## src/rtl/rrpc_pkg.sv

```systemverilog
`default_nettype none
package rrpc_pkg;

  localparam int PROCESSES  = 16;
  localparam int RESOURCES  = 4;
  localparam int COUNT_BITS = 8;
  localparam int REQ_FIELDS = 4;
  localparam int PROC_BITS  = (PROCESSES > 1) ? $clog2(PROCESSES) : 1;
  localparam int NEED_BITS  = COUNT_BITS + 1;

  localparam logic [1:0] FUNC_LOAD = 2'd0;
  localparam logic [1:0] FUNC_SET  = 2'd1;
  localparam logic [1:0] FUNC_REQ  = 2'd2;

  localparam logic [2:0] STAT_OK        = 3'd0;
  localparam logic [2:0] STAT_NEED      = 3'd1;
  localparam logic [2:0] STAT_FREE      = 3'd2;
  localparam logic [2:0] STAT_HOLD_WAIT = 3'd3;
  localparam logic [2:0] STAT_ORDER     = 3'd4;
  localparam logic [2:0] STAT_BAD_PROC  = 3'd5;

  localparam logic CFG_RES_IN_USE  = 1'b0;
  localparam logic CFG_PROC_IN_USE = 1'b1;

  typedef struct packed {
    logic [1:0]            func;
    logic [3:0]            process;
    logic [1:0]            resource;
    logic [COUNT_BITS-1:0] held_amount;
    logic [COUNT_BITS-1:0] max_claim;
    logic [COUNT_BITS-1:0] free_amount;
    logic [COUNT_BITS-1:0] req_0;
    logic [COUNT_BITS-1:0] req_1;
    logic [COUNT_BITS-1:0] req_2;
    logic [COUNT_BITS-1:0] req_3;
  } in_item_t;

  typedef struct packed {
    logic [2:0] status;
    logic [1:0] failing_resource;
    logic       granted;
  } out_item_t;

  typedef struct packed {
    logic                  rd_en;
    logic [PROC_BITS-1:0]  rd_addr;
    logic [PROC_BITS-1:0]  wr_addr;
    logic                  ld_en;
    logic                  set_en;
    logic                  commit;
    logic [COUNT_BITS-1:0] req;
    logic [COUNT_BITS-1:0] held_amount;
    logic [COUNT_BITS-1:0] max_claim;
    logic [COUNT_BITS-1:0] free_amount;
  } lane_cmd_t;

  typedef struct packed {
    logic need_fail;
    logic free_fail;
    logic held_nz;
    logic req_nz;
  } lane_flags_t;

  function automatic logic [COUNT_BITS-1:0] req_of(input in_item_t it, input int idx);
    logic [COUNT_BITS-1:0] r;
    case (idx)
      0:       r = it.req_0;
      1:       r = it.req_1;
      2:       r = it.req_2;
      3:       r = it.req_3;
      default: r = '0;
    endcase
    return r;
  endfunction

endpackage
`default_nettype wire

```

## src/rtl/resource_request_prevention_check.sv

```systemverilog
// resource request checker with hold-and-wait and ordering rules
// input channel: in_valid / in_stall with one in_item transaction per item;
//   func selects load of a process entry, set of a free count, or request
// result channel: out_valid / out_stall, exactly one out_item per input item
// config port: cfg_we with cfg_index 0 = resources_in_use,
//   1 = processes_in_use; write only while no item is in flight
// each item takes two cycles: the accept cycle reads the per-resource
//   tables (one registered memory read per lane), the next cycle checks
//   all resource lanes side by side, merges the verdict and writes back
// throughput is one item every two cycles, set by the two-state control:
//   a new item is accepted only after the write-back, so its registered
//   table read always sees the previous item's update
// a finished result sits in the output register, so the next item is
//   accepted while it waits; if the receiver stalls with a result already
//   waiting, the item in the check cycle holds and in_stall stays high
// reset clears the need, held and free tables (valid bits per entry),
//   restores both config registers and empties the output register
`default_nettype none
module resource_request_prevention_check (
  input  wire logic                 clk,
  input  wire logic                 rst_n,
  input  wire logic                 in_valid,
  output logic                      in_stall,
  input  wire rrpc_pkg::in_item_t   in_item,
  output logic                      out_valid,
  input  wire logic                 out_stall,
  output rrpc_pkg::out_item_t       out_item,
  input  wire logic                 cfg_we,
  input  wire logic                 cfg_index,
  input  wire logic [4:0]           cfg_wdata
);
  import rrpc_pkg::*;

  localparam logic ST_IDLE = 1'b0;
  localparam logic ST_EXEC = 1'b1;

  logic      state_r, state_nxt;
  in_item_t  item_r;
  logic      out_valid_r, out_valid_nxt;
  out_item_t out_item_r;
  logic [2:0] res_in_use_r;
  logic [4:0] proc_in_use_r;

  logic in_acc, done, bad_proc, proc_ok;
  logic [RESOURCES-1:0] lane_en;
  lane_cmd_t   [RESOURCES-1:0] cmd;
  lane_flags_t [RESOURCES-1:0] flags;
  out_item_t result;

  assign in_stall  = state_r != ST_IDLE;
  assign in_acc    = in_valid && !in_stall;
  assign done      = (state_r == ST_EXEC) && (!out_valid_r || !out_stall);
  assign out_valid = out_valid_r;
  assign out_item  = out_item_r;

  assign proc_ok  = 32'(item_r.process) < PROCESSES;
  assign bad_proc = !proc_ok || ({1'b0, item_r.process} >= proc_in_use_r);

  always_comb begin
    state_nxt = state_r;
    case (state_r)
      ST_IDLE: if (in_acc) state_nxt = ST_EXEC;
      ST_EXEC: if (done) state_nxt = ST_IDLE;
      default: state_nxt = ST_IDLE;
    endcase
    out_valid_nxt = done || (out_valid_r && out_stall);
  end

  always_ff @(posedge clk) begin
    if (!rst_n) begin
      state_r       <= ST_IDLE;
      out_valid_r   <= 1'b0;
      res_in_use_r  <= 3'd4;
      proc_in_use_r <= 5'd16;
    end else begin
      state_r     <= state_nxt;
      out_valid_r <= out_valid_nxt;
      if (cfg_we) begin
        case (cfg_index)
          CFG_RES_IN_USE:  res_in_use_r  <= cfg_wdata[2:0];
          CFG_PROC_IN_USE: proc_in_use_r <= cfg_wdata;
          default: ;
        endcase
      end
    end
  end

  always_ff @(posedge clk) begin
    if (in_acc) item_r <= in_item;
    if (done) out_item_r <= result;
  end

  for (genvar g = 0; g < RESOURCES; g++) begin : g_lane
    assign lane_en[g] = (g < REQ_FIELDS) && (32'(res_in_use_r) > g);

    always_comb begin
      cmd[g].rd_en       = in_acc;
      cmd[g].rd_addr     = PROC_BITS'(in_item.process);
      cmd[g].wr_addr     = PROC_BITS'(item_r.process);
      cmd[g].ld_en       = done && (item_r.func == FUNC_LOAD) && proc_ok &&
                           (32'(item_r.resource) == g);
      cmd[g].set_en      = done && (item_r.func == FUNC_SET) &&
                           (32'(item_r.resource) == g);
      cmd[g].commit      = done && result.granted && lane_en[g];
      cmd[g].req         = req_of(item_r, g);
      cmd[g].held_amount = item_r.held_amount;
      cmd[g].max_claim   = item_r.max_claim;
      cmd[g].free_amount = item_r.free_amount;
    end

    rrpc_lane u_lane (
      .clk   (clk),
      .rst_n (rst_n),
      .cmd   (cmd[g]),
      .flags (flags[g])
    );
  end

  rrpc_merge u_merge (
    .flags    (flags),
    .lane_en  (lane_en),
    .bad_proc (bad_proc),
    .func     (item_r.func),
    .result   (result)
  );

`ifndef SYNTHESIS
  a_accept_to_exec: assert property (@(posedge clk) disable iff (!rst_n)
    in_acc |=> state_r == ST_EXEC)
    else $error("accepted transaction did not enter the check cycle");

  a_done_fills_out: assert property (@(posedge clk) disable iff (!rst_n)
    done |=> out_valid_r && state_r == ST_IDLE)
    else $error("finished check did not produce a result");

  a_grant_ok: assert property (@(posedge clk) disable iff (!rst_n)
    out_valid_r && out_item_r.granted |-> out_item_r.status == STAT_OK)
    else $error("grant with a failing status");

  a_bad_proc_res: assert property (@(posedge clk) disable iff (!rst_n)
    out_valid_r && out_item_r.status == STAT_BAD_PROC |->
      out_item_r.failing_resource == 2'd0)
    else $error("bad process with a failing resource");

  a_commit_only_grant: assert property (@(posedge clk) disable iff (!rst_n)
    cmd[0].commit |-> done && item_r.func == FUNC_REQ)
    else $error("table update without a granted request");
`endif

endmodule
`default_nettype wire

```

## src/rtl/rrpc_lane.sv

```systemverilog
`default_nettype none
module rrpc_lane (
  input  wire logic               clk,
  input  wire logic               rst_n,
  input  wire rrpc_pkg::lane_cmd_t cmd,
  output rrpc_pkg::lane_flags_t   flags
);
  import rrpc_pkg::*;

  logic [NEED_BITS-1:0]  need_mem [PROCESSES];
  logic [COUNT_BITS-1:0] held_mem [PROCESSES];
  logic [PROCESSES-1:0]  vld_r;
  logic [PROCESSES-1:0]  vld_nxt;

  logic [NEED_BITS-1:0]  need_rd_r;
  logic [COUNT_BITS-1:0] held_rd_r;
  logic                  vld_rd_r;
  logic [COUNT_BITS-1:0] free_r;
  logic [COUNT_BITS-1:0] free_nxt;

  logic [NEED_BITS-1:0]  need_cur;
  logic [COUNT_BITS-1:0] held_cur;
  logic [NEED_BITS-1:0]  req_ext;

  assign need_cur = vld_rd_r ? need_rd_r : '0;
  assign held_cur = vld_rd_r ? held_rd_r : '0;
  assign req_ext  = {1'b0, cmd.req};

  assign flags.need_fail = $signed(req_ext) > $signed(need_cur);
  assign flags.free_fail = cmd.req > free_r;
  assign flags.held_nz   = held_cur != '0;
  assign flags.req_nz    = cmd.req != '0;

  always_comb begin
    vld_nxt = vld_r;
    if (cmd.ld_en || cmd.commit) begin
      vld_nxt[cmd.wr_addr] = 1'b1;
    end
    free_nxt = free_r;
    if (cmd.set_en) begin
      free_nxt = cmd.free_amount;
    end else if (cmd.commit) begin
      free_nxt = free_r - cmd.req;
    end
  end

  always_ff @(posedge clk) begin
    if (!rst_n) begin
      vld_r  <= '0;
      free_r <= '0;
    end else begin
      vld_r  <= vld_nxt;
      free_r <= free_nxt;
    end
  end

  // table storage, one write port and one registered read port each
  always_ff @(posedge clk) begin
    if (cmd.ld_en) begin
      held_mem[cmd.wr_addr] <= cmd.held_amount;
      need_mem[cmd.wr_addr] <= {1'b0, cmd.max_claim} - {1'b0, cmd.held_amount};
    end else if (cmd.commit) begin
      held_mem[cmd.wr_addr] <= held_cur + cmd.req;
      need_mem[cmd.wr_addr] <= need_cur - req_ext;
    end
    if (cmd.rd_en) begin
      need_rd_r <= need_mem[cmd.rd_addr];
      held_rd_r <= held_mem[cmd.rd_addr];
    end
  end

  always_ff @(posedge clk) begin
    if (!rst_n) begin
      vld_rd_r <= 1'b0;
    end else if (cmd.rd_en) begin
      vld_rd_r <= vld_r[cmd.rd_addr];
    end
  end

endmodule
`default_nettype wire

```

## src/rtl/rrpc_merge.sv

```systemverilog
`default_nettype none
module rrpc_merge (
  input  wire rrpc_pkg::lane_flags_t [rrpc_pkg::RESOURCES-1:0] flags,
  input  wire logic [rrpc_pkg::RESOURCES-1:0]                  lane_en,
  input  wire logic                                            bad_proc,
  input  wire logic [1:0]                                      func,
  output rrpc_pkg::out_item_t                                  result
);
  import rrpc_pkg::*;

  always_comb begin
    logic found;
    found  = 1'b0;
    result = '0;
    if (func == FUNC_REQ) begin
      if (bad_proc) begin
        result.status = STAT_BAD_PROC;
        found         = 1'b1;
      end
      // per resource ascending, need before free
      for (int i = 0; i < RESOURCES; i++) begin
        if (!found && lane_en[i] && (flags[i].need_fail || flags[i].free_fail)) begin
          result.status           = flags[i].need_fail ? STAT_NEED : STAT_FREE;
          result.failing_resource = 2'(i);
          found                   = 1'b1;
        end
      end
      for (int i = 0; i < RESOURCES; i++) begin
        if (!found && lane_en[i] && flags[i].held_nz && flags[i].req_nz) begin
          result.status           = STAT_HOLD_WAIT;
          result.failing_resource = 2'(i);
          found                   = 1'b1;
        end
      end
      for (int i = 1; i < RESOURCES; i++) begin
        if (!found && lane_en[i] && flags[i].req_nz && !flags[i-1].req_nz) begin
          result.status           = STAT_ORDER;
          result.failing_resource = 2'(i);
          found                   = 1'b1;
        end
      end
      result.granted = !found;
    end
  end

endmodule
`default_nettype wire

```

## config.mk

```make
export PLATFORM = sky130hd
export DESIGN_NAME = resource_request_prevention_check
export DESIGN_NICKNAME = d
export VERILOG_FILES = /design/src/rtl/rrpc_pkg.sv /design/src/rtl/resource_request_prevention_check.sv /design/src/rtl/rrpc_lane.sv /design/src/rtl/rrpc_merge.sv
export SDC_FILE = /design/constraint.sdc
export NUM_CORES = 1
export LEC_CHECK = 0
export BUFFER_PORTS_ARGS = -buffer_cell sky130_fd_sc_hd__buf_2
export CORE_MARGIN = 5
export CORE_UTILIZATION = 65
export CTS_CLUSTER_DIAMETER = 40
export DETAILED_ROUTE_END_ITERATION = 8
export GPL_ROUTABILITY_DRIVEN = 1
export HOLD_SLACK_MARGIN = 0.12
export PLACE_DENSITY_LB_ADDON = 0.1
export REMOVE_ABC_BUFFERS = 1
export SLEW_MARGIN = 20
export SYNTH_ARGS = -nofsm -noshare
export SYNTH_HDL_FRONTEND = slang
export SYNTH_SLANG_ARGS = --single-unit
```

## constraint.sdc

```tcl
create_clock -name clk -period 16.3 [get_ports clk]
set_input_delay 2.445 -clock clk [delete_from_list [all_inputs] [get_ports clk]]
set_output_delay 2.445 -clock clk [all_outputs]
set_load 0.005 [all_outputs]
```

### Yosys cells after proc, flatten, opt, wreduce, memory -nomap -nowiden

Memories as Yosys holds them, arrays and structs flattened. A register that Yosys moved wholly into a read port is not among the register bits.
Index checks and enable logic that the tools add are counted.

| cells by class | value |
|---|---|
| mux-type cells | 98 |
| $add $sub $neg | 13 |
| reductions and logical operators | 93 |
| div/mod/pow operators | 0 |
| bitwise operators | 15 |
| equal/unequal tests | 5 |
| shift-type cells | 0 |
| multiply operators | 0 |
| magnitude comparators | 16 |

Operators by type and width:

| operator | number |
|---|---|
| $mux W8 | 16 |
| $mux W9 | 8 |
| $or A16 B16 Y16 | 4 |
| $reduce_bool A8 Y1 | 8 |
| $mux W5 | 11 |
| $mux W1 | 52 |
| $logic_and A1 B1 Y1 | 48 |
| $gt A9 B9 Y1 | 4 |
| $sub A9 B8 Y9 | 4 |
| $add A8 B8 Y8 | 4 |
| $gt A8 B8 Y1 | 4 |
| $sub A8 B8 Y8 | 4 |
| $logic_not A1 Y1 | 18 |
| $bmux W1 S4 | 4 |
| $logic_or A1 B1 Y1 | 10 |
| $lt A4 B5 Y1 const B | 2 |
| $sub A8 B8 Y9 | 1 |
| $mux W2 | 4 |
| $or A1 B1 Y1 | 8 |
| $reduce_bool A2 Y1 | 4 |
| $eq A2 B2 Y1 const B | 3 |
| $gt A3 B1 Y1 const B | 2 |
| $gt A3 B2 Y1 const B | 2 |
| $ge A4 B5 Y1 | 1 |
| 9 further kinds | 14 |

| word-level totals | value |
|---|---|
| ROM bits | 0 |
| memories kept | 8 |
| output and inout port bits | 8 |
| bits of input ports | 75 |
| register bits | 180 |
| word-level logic and storage cells | 278 |
| bits in latches | 0 |
| bits in writable memories | 1088 |

Memories:

| memory | words | width | rd ports | clocked after Yosys merged registers in | wr ports | RTL line | source |
|---|---|---|---|---|---|---|---|
| g_lane[0].u_lane.need_mem | 16 | 9 | 1 | 1 | 1 | rrpc_lane.sv:10 | `logic [NEED_BITS-1:0] need_mem [PROCESSES];` |
| g_lane[1].u_lane.need_mem | 16 | 9 | 1 | 1 | 1 | rrpc_lane.sv:10 |  |
| g_lane[2].u_lane.need_mem | 16 | 9 | 1 | 1 | 1 | rrpc_lane.sv:10 |  |
| g_lane[3].u_lane.need_mem | 16 | 9 | 1 | 1 | 1 | rrpc_lane.sv:10 |  |
| g_lane[0].u_lane.held_mem | 16 | 8 | 1 | 1 | 1 | rrpc_lane.sv:11 | `logic [COUNT_BITS-1:0] held_mem [PROCESSES];` |
| g_lane[1].u_lane.held_mem | 16 | 8 | 1 | 1 | 1 | rrpc_lane.sv:11 |  |
| 2 more memories | -- | -- | -- | -- | -- | -- |  |

### Logic depth before layout (Yosys ltp)

Gate-level depths: netlist of run 1.

| logic depth | value |
|---|---|
| word-level depth | 73 |
| depth in mapped cells | 16 |
| gate-level depth less buffers | 11 |

### Cells and area by module

From an unflattened synthesis of run 1, not the netlist that was laid out.

| second synthesis, totals | value |
|---|---|
| cell total of the unflattened synthesis | 3242 |
| area, all modules | 57680.3 um2 |

By module, submodules not included:

| module | cells an instance | instances | area each (um2) |
|---|---|---|---|
| rrpc_lane (g_lane[1].u_lane ...) | 762 | 2 | 13670.6 |
| rrpc_lane (g_lane[0].u_lane) | 763 | 1 | 13673.1 |
| rrpc_lane (g_lane[2].u_lane) | 762 | 1 | 13655.6 |
| resource_request_prevention_check | 144 | 1 | 2710.1 |
| rrpc_merge | 49 | 1 | 300.3 |

### Worst setup path before layout of run 1

No wires, ideal clock.

| timing path | value |
|---|---|
| path type | input to register |
| from | input port in_valid |
| to | register g_lane[0].u_lane.vld_rd_r |
| library setup time | 0.129 ns |
| slack | 9.376 ns |
| data arrival time | 6.795 ns |
| path buffers | 1 |
| cell stages on the path | 4 |
| cell sequence | nor2b_1 -> clkbuf_1 -> mux2i_1 -> nor2_1 |

RTL lines:

| element | RTL line | source |
|---|---|---|
| start: declaration | resource_request_prevention_check.sv:22 | `input wire logic in_valid,` |
| end signal: assignment | rrpc_lane.sv:76 | `vld_rd_r <= vld_r[cmd.rd_addr];` |
| end: declaration | rrpc_lane.sv:17 | `logic vld_rd_r;` |

### Worst setup path after layout of run 1

| timing path | value |
|---|---|
| from | input port in_item[59] (netlist bit) |
| to | register g_lane[0].u_lane.vld_rd_r |

| between the ends | value |
|---|---|
| cells in the longest elaborated chain, start to end | 2 |

RTL lines:

| element | RTL line | source |
|---|---|---|
| start: declaration | resource_request_prevention_check.sv:24 | `input wire rrpc_pkg::in_item_t in_item,` |
| $bmux W1 S4 | rrpc_lane.sv:76 |  |
| $mux W1 (not written as such) | rrpc_lane.sv:76 |  |

No other way between the ends. The select of a mux whose other input is x is not followed.
A chain may end at the register's enable or synchronous reset.

==> out/results.txt, run 1 <==
status - finished clean
largest family of logic cells by synthesized area - multiplexers
r2r worst-path depth - 12
most frequent cell after synthesis - edfxtp_1
footprint of the multi-input gates - 16,330 sq um
FF+latch area - 39,020 sq um
fraction of layout cells with a size suffix above 1 - 25.41%
Hold WC Path Type - reg -> reg
Max Cap Viol - 0
CP Launch Type - input port
drt first pass iters - 7
Worst R2R Setup Slack - 10.34 ns
number of synthesized flops with an enable pin - 1,226
pin count of the biggest net entering global routing - 106
met1 wire length - 53.72 mm
register area share after synthesis - 69.80%
flops & latches, synth - 1,336
Core Region - 85,280 sq um
Avg WL per Cell - 31.32 um
Avg Synthesized Cell Area - 17.93 sq um
H-tree level count - 4
CTS tree - built
Die Y - 303.3 um
fraction of registers with async set or reset after synthesis - 0%
Final Skew - 0.03907 ns
Slew Viols, Final - 0
Post-Synth Adder-Cell Area - 3.510%
die area - 91,960 sq um
maximum vdd ir drop - 0.09509 mV
Tcrit/Tclk final - 39.55%
Setup TNS - 0 ns
PwrDens - 124.8 nW/um^2
DR iter-0 viols - 3,501
RSZ-0062 raised after global routing - false
Nets - 3,508
# setup viols final - 0
Top FF cell, synth - edfxtp_1
hold_buf cts - 0
CP arrival - 7.06 ns
Critical R2R Launch - g_lane[2].u_lane.vld_rd_r
clock slew at reported path FFs - 0.06 ns
met3 wire length - 15.59 mm
crit path from - in_item[59]
CP Capture Type - register
worst slew pin tran - 1.175 ns
PostCTS Resize Cnt - 0
Post-Synth XOR/XNOR Area - 1.175%
post-synth cell types - 66
Skew-Pair Late Insertion Delay - 0.78 ns
Fill cells - 4,838
Synth Cell Area - 55,900 sq um
Remaining Overflow, GRT - 0
Final Hold Viols - 0
Detail Route met2 WL - 67.43 mm
IO Port Bufs - 82
Setup CP Type - in -> reg
Synth Area in Simple Gates - 4.727%
Synth area leaders - edfxtp_1 (66%), mux4_2 (15%), dfxtp_1 (3.9%)
CTS buffer count - 157
DRT Wirelength - 142.7 mm
most frequent cells after synthesis - edfxtp_1 (1,226), mux4_2 (360), nand2_1 (206)
initial core utilization - 65.55%
total track usage - 31.77%
area grow syn2layout - 13.81%
Max Root-Sink Buffers - 3
first-pass GRT wire length - 207.6 mm
synthesized instance count - 3,117
placed wire-length estimate - 80.38 mm
num ports - 83
uppermost layer routed - met5
row count - 107
DRC viols - 0
Num Clock Sinks - 1,336
Required @ worst endpoint - 16.91 ns
die width - 303.3 um
vias per cell - 6.733
max_slew headroom - 20.94%
CP Capture Point - g_lane[0].u_lane.vld_rd_r
Period minus WS final - 6.446 ns
Compound-Gate Fraction of Synth Area - 3.904%
vias in the first global route - 31,220
Routed Antenna Nets - 0
cell taking the most area after synthesis - edfxtp_1
via count - 30,680
total power - 7.937 mW
initial antenna violation count - 2
Yosys Warn Count - 0
Setup Buffers After CTS - 0
mux contribution to synthesized area - 15.10%
CTS root buffer - clkbuf_16
Final Wtd Congestion - 0.9207
post-synth top area share - 65.86%
Fmax - 0.1551 GHz
r2r endpoint - g_lane[3].u_lane.held_mem[4][6]
leakage power - 21.65 nW
Worst Path Max Fanout - 95
-- cell type report --
type,instances,area share (%)
tap,1144,2.250
inverter,112,0.6608
timing repair buffer,156,1.599
sequential,1336,61.33
multi-input combinational,1521,25.67
clock inverter,97,1.841
antenna,1,0.003933
clock buffer,190,6.649
-- cell usage in the layout, fill, tap and decap left out, types with 37 or more instances in the layout --
master     count
a21oi_1       41
mux4_2       360
ha_1         136
o21ai_1       77
nor2_4        39
nor2_1        62
nand2_1      206
dfxtp_1      110
clkbuf_16    163
buf_2         77
a21o_1        45
inv_1        112
xnor2_1       45
o21ai_0       77
edfxtp_1    1226
buf_4         73
nand4_1       37
-- critical path, cell delays in order --
cell and delay [ns]:
buf_8 0.53, buf_4 0.90, buf_4 0.92, buf_4 0.86
mux4_2 0.41, mux4_2 0.47, mux2i_1 0.15, nor2_1 0.05
-- registers in the layout, summed over array words and instances, names as in the netlist --
| register | flops |
|---|---|
| g_lane.u_lane.need_mem | 576 |
| g_lane.u_lane.held_mem | 512 |
| g_lane.u_lane.vld_r | 64 |
| cmd | 60 |
| g_lane.u_lane.need_rd_r | 36 |
| g_lane.u_lane.free_r | 32 |
| g_lane.u_lane.held_rd_r | 32 |
| out_item | 6 |
| proc_in_use_r | 5 |
| g_lane.u_lane.vld_rd_r | 4 |
| item_r | 4 |
| res_in_use_r | 3 |
| in_stall | 1 |
| out_valid | 1 |
-- kinds of logic (layout without fill, tap and decap cells) --
kind of cell,Yosys count,count (layout)
flops,1336,1336
simple gates,555,555
mux,393,393
compound gates,349,349
buf+inv,260,555
fa+ha+maj,149,149
xor+xnor,75,75
other cells,0,1
-- worst min-delay path by stage --
| stage | from | to | slack [ns] | depth (start not counted) |
|---|---|---|---|---|
| 2_1_floorplan | g_lane[0].u_lane.vld_r[15] | g_lane[0].u_lane.vld_r[15] | 0.42 | 2 |
| 3_3_place_gp | g_lane[1].u_lane.vld_r[7] | g_lane[1].u_lane.vld_r[7] | 0.43 | 2 |
| 3_5_place_dp | g_lane[1].u_lane.vld_r[15] | g_lane[1].u_lane.vld_r[15] | 0.44 | 2 |
| 4_1_cts | g_lane[2].u_lane.vld_r[9] | g_lane[2].u_lane.vld_r[9] | 0.45 | 2 |
| 5_1_grt | g_lane[3].u_lane.vld_r[9] | g_lane[3].u_lane.vld_r[9] | 0.46 | 2 |
| 6_report | g_lane[1].u_lane.vld_r[15] | g_lane[1].u_lane.vld_r[15] | 0.45 | 2 |
-- power by group --
part	internal [mW]	switching [mW]	total, mW
combinational	0.162	0.297	0.459
sequential	3.85	0.0392	3.89
clock	2.16	1.42	3.59
total	6.18	1.76	7.94
-- per-stage QoR --
| step | instance area (sq um) | instances | util, % | hold WS (ns) | setup WS [ns] |
|---|---|---|---|---|---|
| after floorplan | 55320 | 2969 | - | 0.4181 | 7.167 |
| after global placement | 58130 | 4269 | 68.16 | 0.4330 | 9.223 |
| after detailed placement | 58130 | 4269 | 68.16 | 0.4399 | 9.136 |
| after CTS | 63530 | 4556 | 74.49 | 0.4489 | 9.956 |
| after global routing | 63620 | 4556 | 74.60 | 0.4597 | 9.707 |
| final | 63620 | 4557 | 74.60 | 0.4508 | 9.854 |
-- layer usage --
| layer | global-route usage, % | up-vias |
|---|---|---|
| met4 | 12.28 | 8 |
| met2 | 49.23 | 1880 |
| met5 | 0 | - |
| li1 | - | 12770 |
| met3 | 7.113 | 318 |
| met1 | 45.41 | 15710 |
No activity file was read; power rests on OpenSTA's default activity.
==> run 2, diff against run 1 <==
--- a/config.mk
+++ b/config.mk
@@ -5,9 +5,10 @@
 export SDC_FILE = /design/constraint.sdc
 export NUM_CORES = 1
 export LEC_CHECK = 0
+export ABC_AREA = 1
 export BUFFER_PORTS_ARGS = -buffer_cell sky130_fd_sc_hd__buf_2
 export CORE_MARGIN = 5
-export CORE_UTILIZATION = 65
+export CORE_UTILIZATION = 57
 export CTS_CLUSTER_DIAMETER = 40
 export DETAILED_ROUTE_END_ITERATION = 8
 export GPL_ROUTABILITY_DRIVEN = 1
==> constraint.sdc (replaced) <==
create_clock -name clk -period 5.3 [get_ports clk]
set_input_delay 0.795 -clock clk [delete_from_list [all_inputs] [get_ports clk]]
set_output_delay 0.795 -clock clk [all_outputs]
set_load 0.005 [all_outputs]
==> run 2 against run 1 <==
Clock skew down 0.013 ns. Sequential share of layout area down 1.6 points. Global-route usage shrank 3.1 points. Via count up 27%. Utilization fell by 9.3 points. Sequential power grew to 3.1 times the previous value. Cell count grew 41%. Non-clock buffer count increased by 99. Synthesized cell count up 56%. Register-to-register slack got worse by 9.9 ns.
==> out/results.txt, run 2 <==
status - finished clean
DP Worst Slack - 0.5046 ns
RSZ-0062 raised after global routing - false
flops & latches, synth - 1,336
number of synthesized flops with an enable pin - 1,226
Ant. Diodes - 0
pin count of the biggest net entering global routing - 167
combinational power share - 8.0%
area of placed instances - 59,740 sq um
worst path bufs/invs - 3
register area share after synthesis - 68.08%
Synth Cell Area - 57,310 sq um
Cell Chain, Critical Path - nand2_1 > inv_1 > ha_1 > a21o_1 > a22oi_1 > nand3_1 > a21oi_1 > nand2_1 > nand2_1 > nand4_1 > nor2_2 > nand4_2 > nor2_4 > nand4_2 > buf_4 > o21ai_4 > nand2_1 > inv_1
Core Region - 100,000 sq um
total track usage - 28.69%
max_slew headroom - 20.02%
placed wire-length estimate - 92.32 mm
PwrDens - 386.2 nW/um^2
Internal Power - 19.27 mW
vias per cell - 6.047
total power - 25.21 mW
clock power share - 44.5%
initial antenna violation count - 2
CTS tree - built
Die Y - 327.1 um
CP Launch Type - register
Max Root-Sink Buffers - 3
drt first pass iters - 6
worst slew pin tran - 1.195 ns
DR iter-0 viols - 4,212
DRC viols - 0
Avg Synthesized Cell Area - 11.76 sq um
PostCTS Resize Cnt - 0
Fmax - 0.2068 GHz
die width - 327.1 um
Setup CP Type - reg -> reg
cell taking the most area after synthesis - edfxtp_1
via count - 38,980
CTS root buffer - clkbuf_16
most frequent cells after synthesis - edfxtp_1 (1,226), o21ai_0 (702), nor2_1 (694)
Final Wtd Congestion - 0.9367
Num Clock Sinks - 1,336
synthesized instance count - 4,875
switching portion of total power - 23.57%
H-tree level count - 4
row count - 116
Routed Antenna Nets - 0
Remaining Overflow, GRT - 0
fraction of layout cells with a size suffix above 1 - 10.84%
die area - 107,000 sq um
Tcrit/Tclk final - 91.23%
# setup viols final - 0
first-pass GRT wire length - 231.0 mm
Max stage delay on crit path - 0.74 ns
Fill cells - 7,535
max reg flops - 576
Period minus WS final - 4.835 ns
fraction of registers with async set or reset after synthesis - 0%
CP dominant cell by count - nand2_1
Slew Viols, Final - 0
Final Hold Viols - 0
Setup WS post-layout - 0.4650 ns
Yosys Warn Count - 0
placed cells - 6,149
Synth area leaders - edfxtp_1 (64%), o21ai_0 (6.1%), nor2_1 (4.5%)
post-synth cell types - 49
clock slew at reported path FFs - 0.06 ns
Hold WC Path Type - in -> reg
Nets - 5,242
Reg with most FFs - g_lane.u_lane.need_mem
most frequent cells in the layout - edfxtp_1 (1,226), o21ai_0 (699), nor2_1 (693), nand2_1 (459), inv_1 (362)
vias in the first global route - 36,930
initial core utilization - 57.31%
Seq pwr share - 47.5%
final std cells w/o fill - 6,446
commonest non-fill, non-tap cell in the layout - edfxtp_1
fin util - 65.28%
Avg WL per Cell - 24.07 um
Crit-path slowest cell - dfxtp_1
Worst Path Max Fanout - 18
most frequent cell after synthesis - edfxtp_1
area grow syn2layout - 13.90%
Skew-Pair Late Insertion Delay - 0.76 ns
CTS buffer count - 165
Top FF cell, synth - edfxtp_1
maximum vdd ir drop - 0.2863 mV
hold_buf cts - 0
Top Registers - g_lane.u_lane.need_mem: 576 flops, g_lane.u_lane.held_mem: 512 flops, g_lane.u_lane.vld_r: 64 flops
leakage power - 23.66 nW
DRT Wirelength - 155.2 mm
Worst path top cell family by delay - simple AND/OR/NAND/NOR gates
num ports - 83
switching pwr - 5.943 mW
Max Cap Viol - 0
Setup Buffers After CTS - 0
CP Capture Type - register
IO Port Bufs - 82
fin area - 65,280 sq um
post-synth top area share - 64.24%
CP arrival - 5.21 ns
Final Skew - 0.02607 ns
Required @ worst endpoint - 5.68 ns
## run 2: changes by cell type in the layout (fill, tap and decap cells not counted), moves of 60 or more
cell | before | now
nor2_1 | 62 | 693
o21ai_0 | 77 | 699
mux4_2 | 360 | 0
nand2_1 | 206 | 459
inv_1 | 112 | 362
o221ai_1 | 11 | 204
a21oi_1 | 41 | 204
nand3_1 | 35 | 127
buf_4 | 73 | 163
o22ai_1 | 1 | 72
o211ai_1 | 15 | 79
o21ai_1 | 77 | 17
## run 2: power groups by stage
stage	Combinational, mW	Clock, mW	Sequential, mW
final	2.02	11.2	12.0
after detailed placement	1.99	0	12.2
after global routing	2.20	11.8	12.0
after CTS	2.00	11.4	12.0
after global placement	1.96	0	12.2
after floorplan	1.07	0	12.2
## run 2: cell type report
class | count | area [sq um] | area share [%]
clock buffer | 196 | 4358 | 6.676
clock inverter | 101 | 1166 | 1.786
inverter | 373 | 1425 | 2.183
multi-input combinational | 2887 | 15810 | 24.22
sequential | 1336 | 39020 | 59.77
tap | 1298 | 1624 | 2.488
timing repair buffer | 255 | 1877 | 2.875
## run 2: cell families (layout without fill, tap and decap cells)
logic type	Yosys count	in the layout	synth area share, %
and+or+nand+nor	1358	1358	9.588
DFF	1336	1336	68.08
AOI/OAI and AO/OA	1318	1318	13.57
buffers and inverters	652	925	4.388
adders and majority gates	149	149	3.423
xor gates and xnor gates	62	62	0.9475
## run 2: path summary, 6_finish.rpt
path / endpoint / slack, ns / cells past startpoint / startpoint
setup / recovery: g_lane[3].u_lane.need_mem[9][3] / 0.47 / 18 / g_lane[3].u_lane.vld_rd_r
hold reg to reg: g_lane[0].u_lane.vld_r[6] / 0.45 / 2 / g_lane[0].u_lane.vld_r[6]
hold / removal: cmd[30] / 0.21 / 1 / in_item[30]
setup reg to reg: g_lane[3].u_lane.need_mem[9][3] / 0.47 / 18 / g_lane[3].u_lane.vld_rd_r
## run 2: per-layer routing
layer | routed length (um) | GRT usage (%)
met5 | 0 | 0
met4 | 4915 | 9.453
met3 | 13110 | 4.998
met2 | 71640 | 44.65
met1 | 65500 | 41.68
## run 2: per-stage QoR
step	setup TNS (ns)	hold slack, ns
CTS	0	0.1620
global placement	0	0.4372
global route	0	0.1758
finish	0	0.2118
detailed placement	0	0.4378
floorplan	-29.85	0.4268
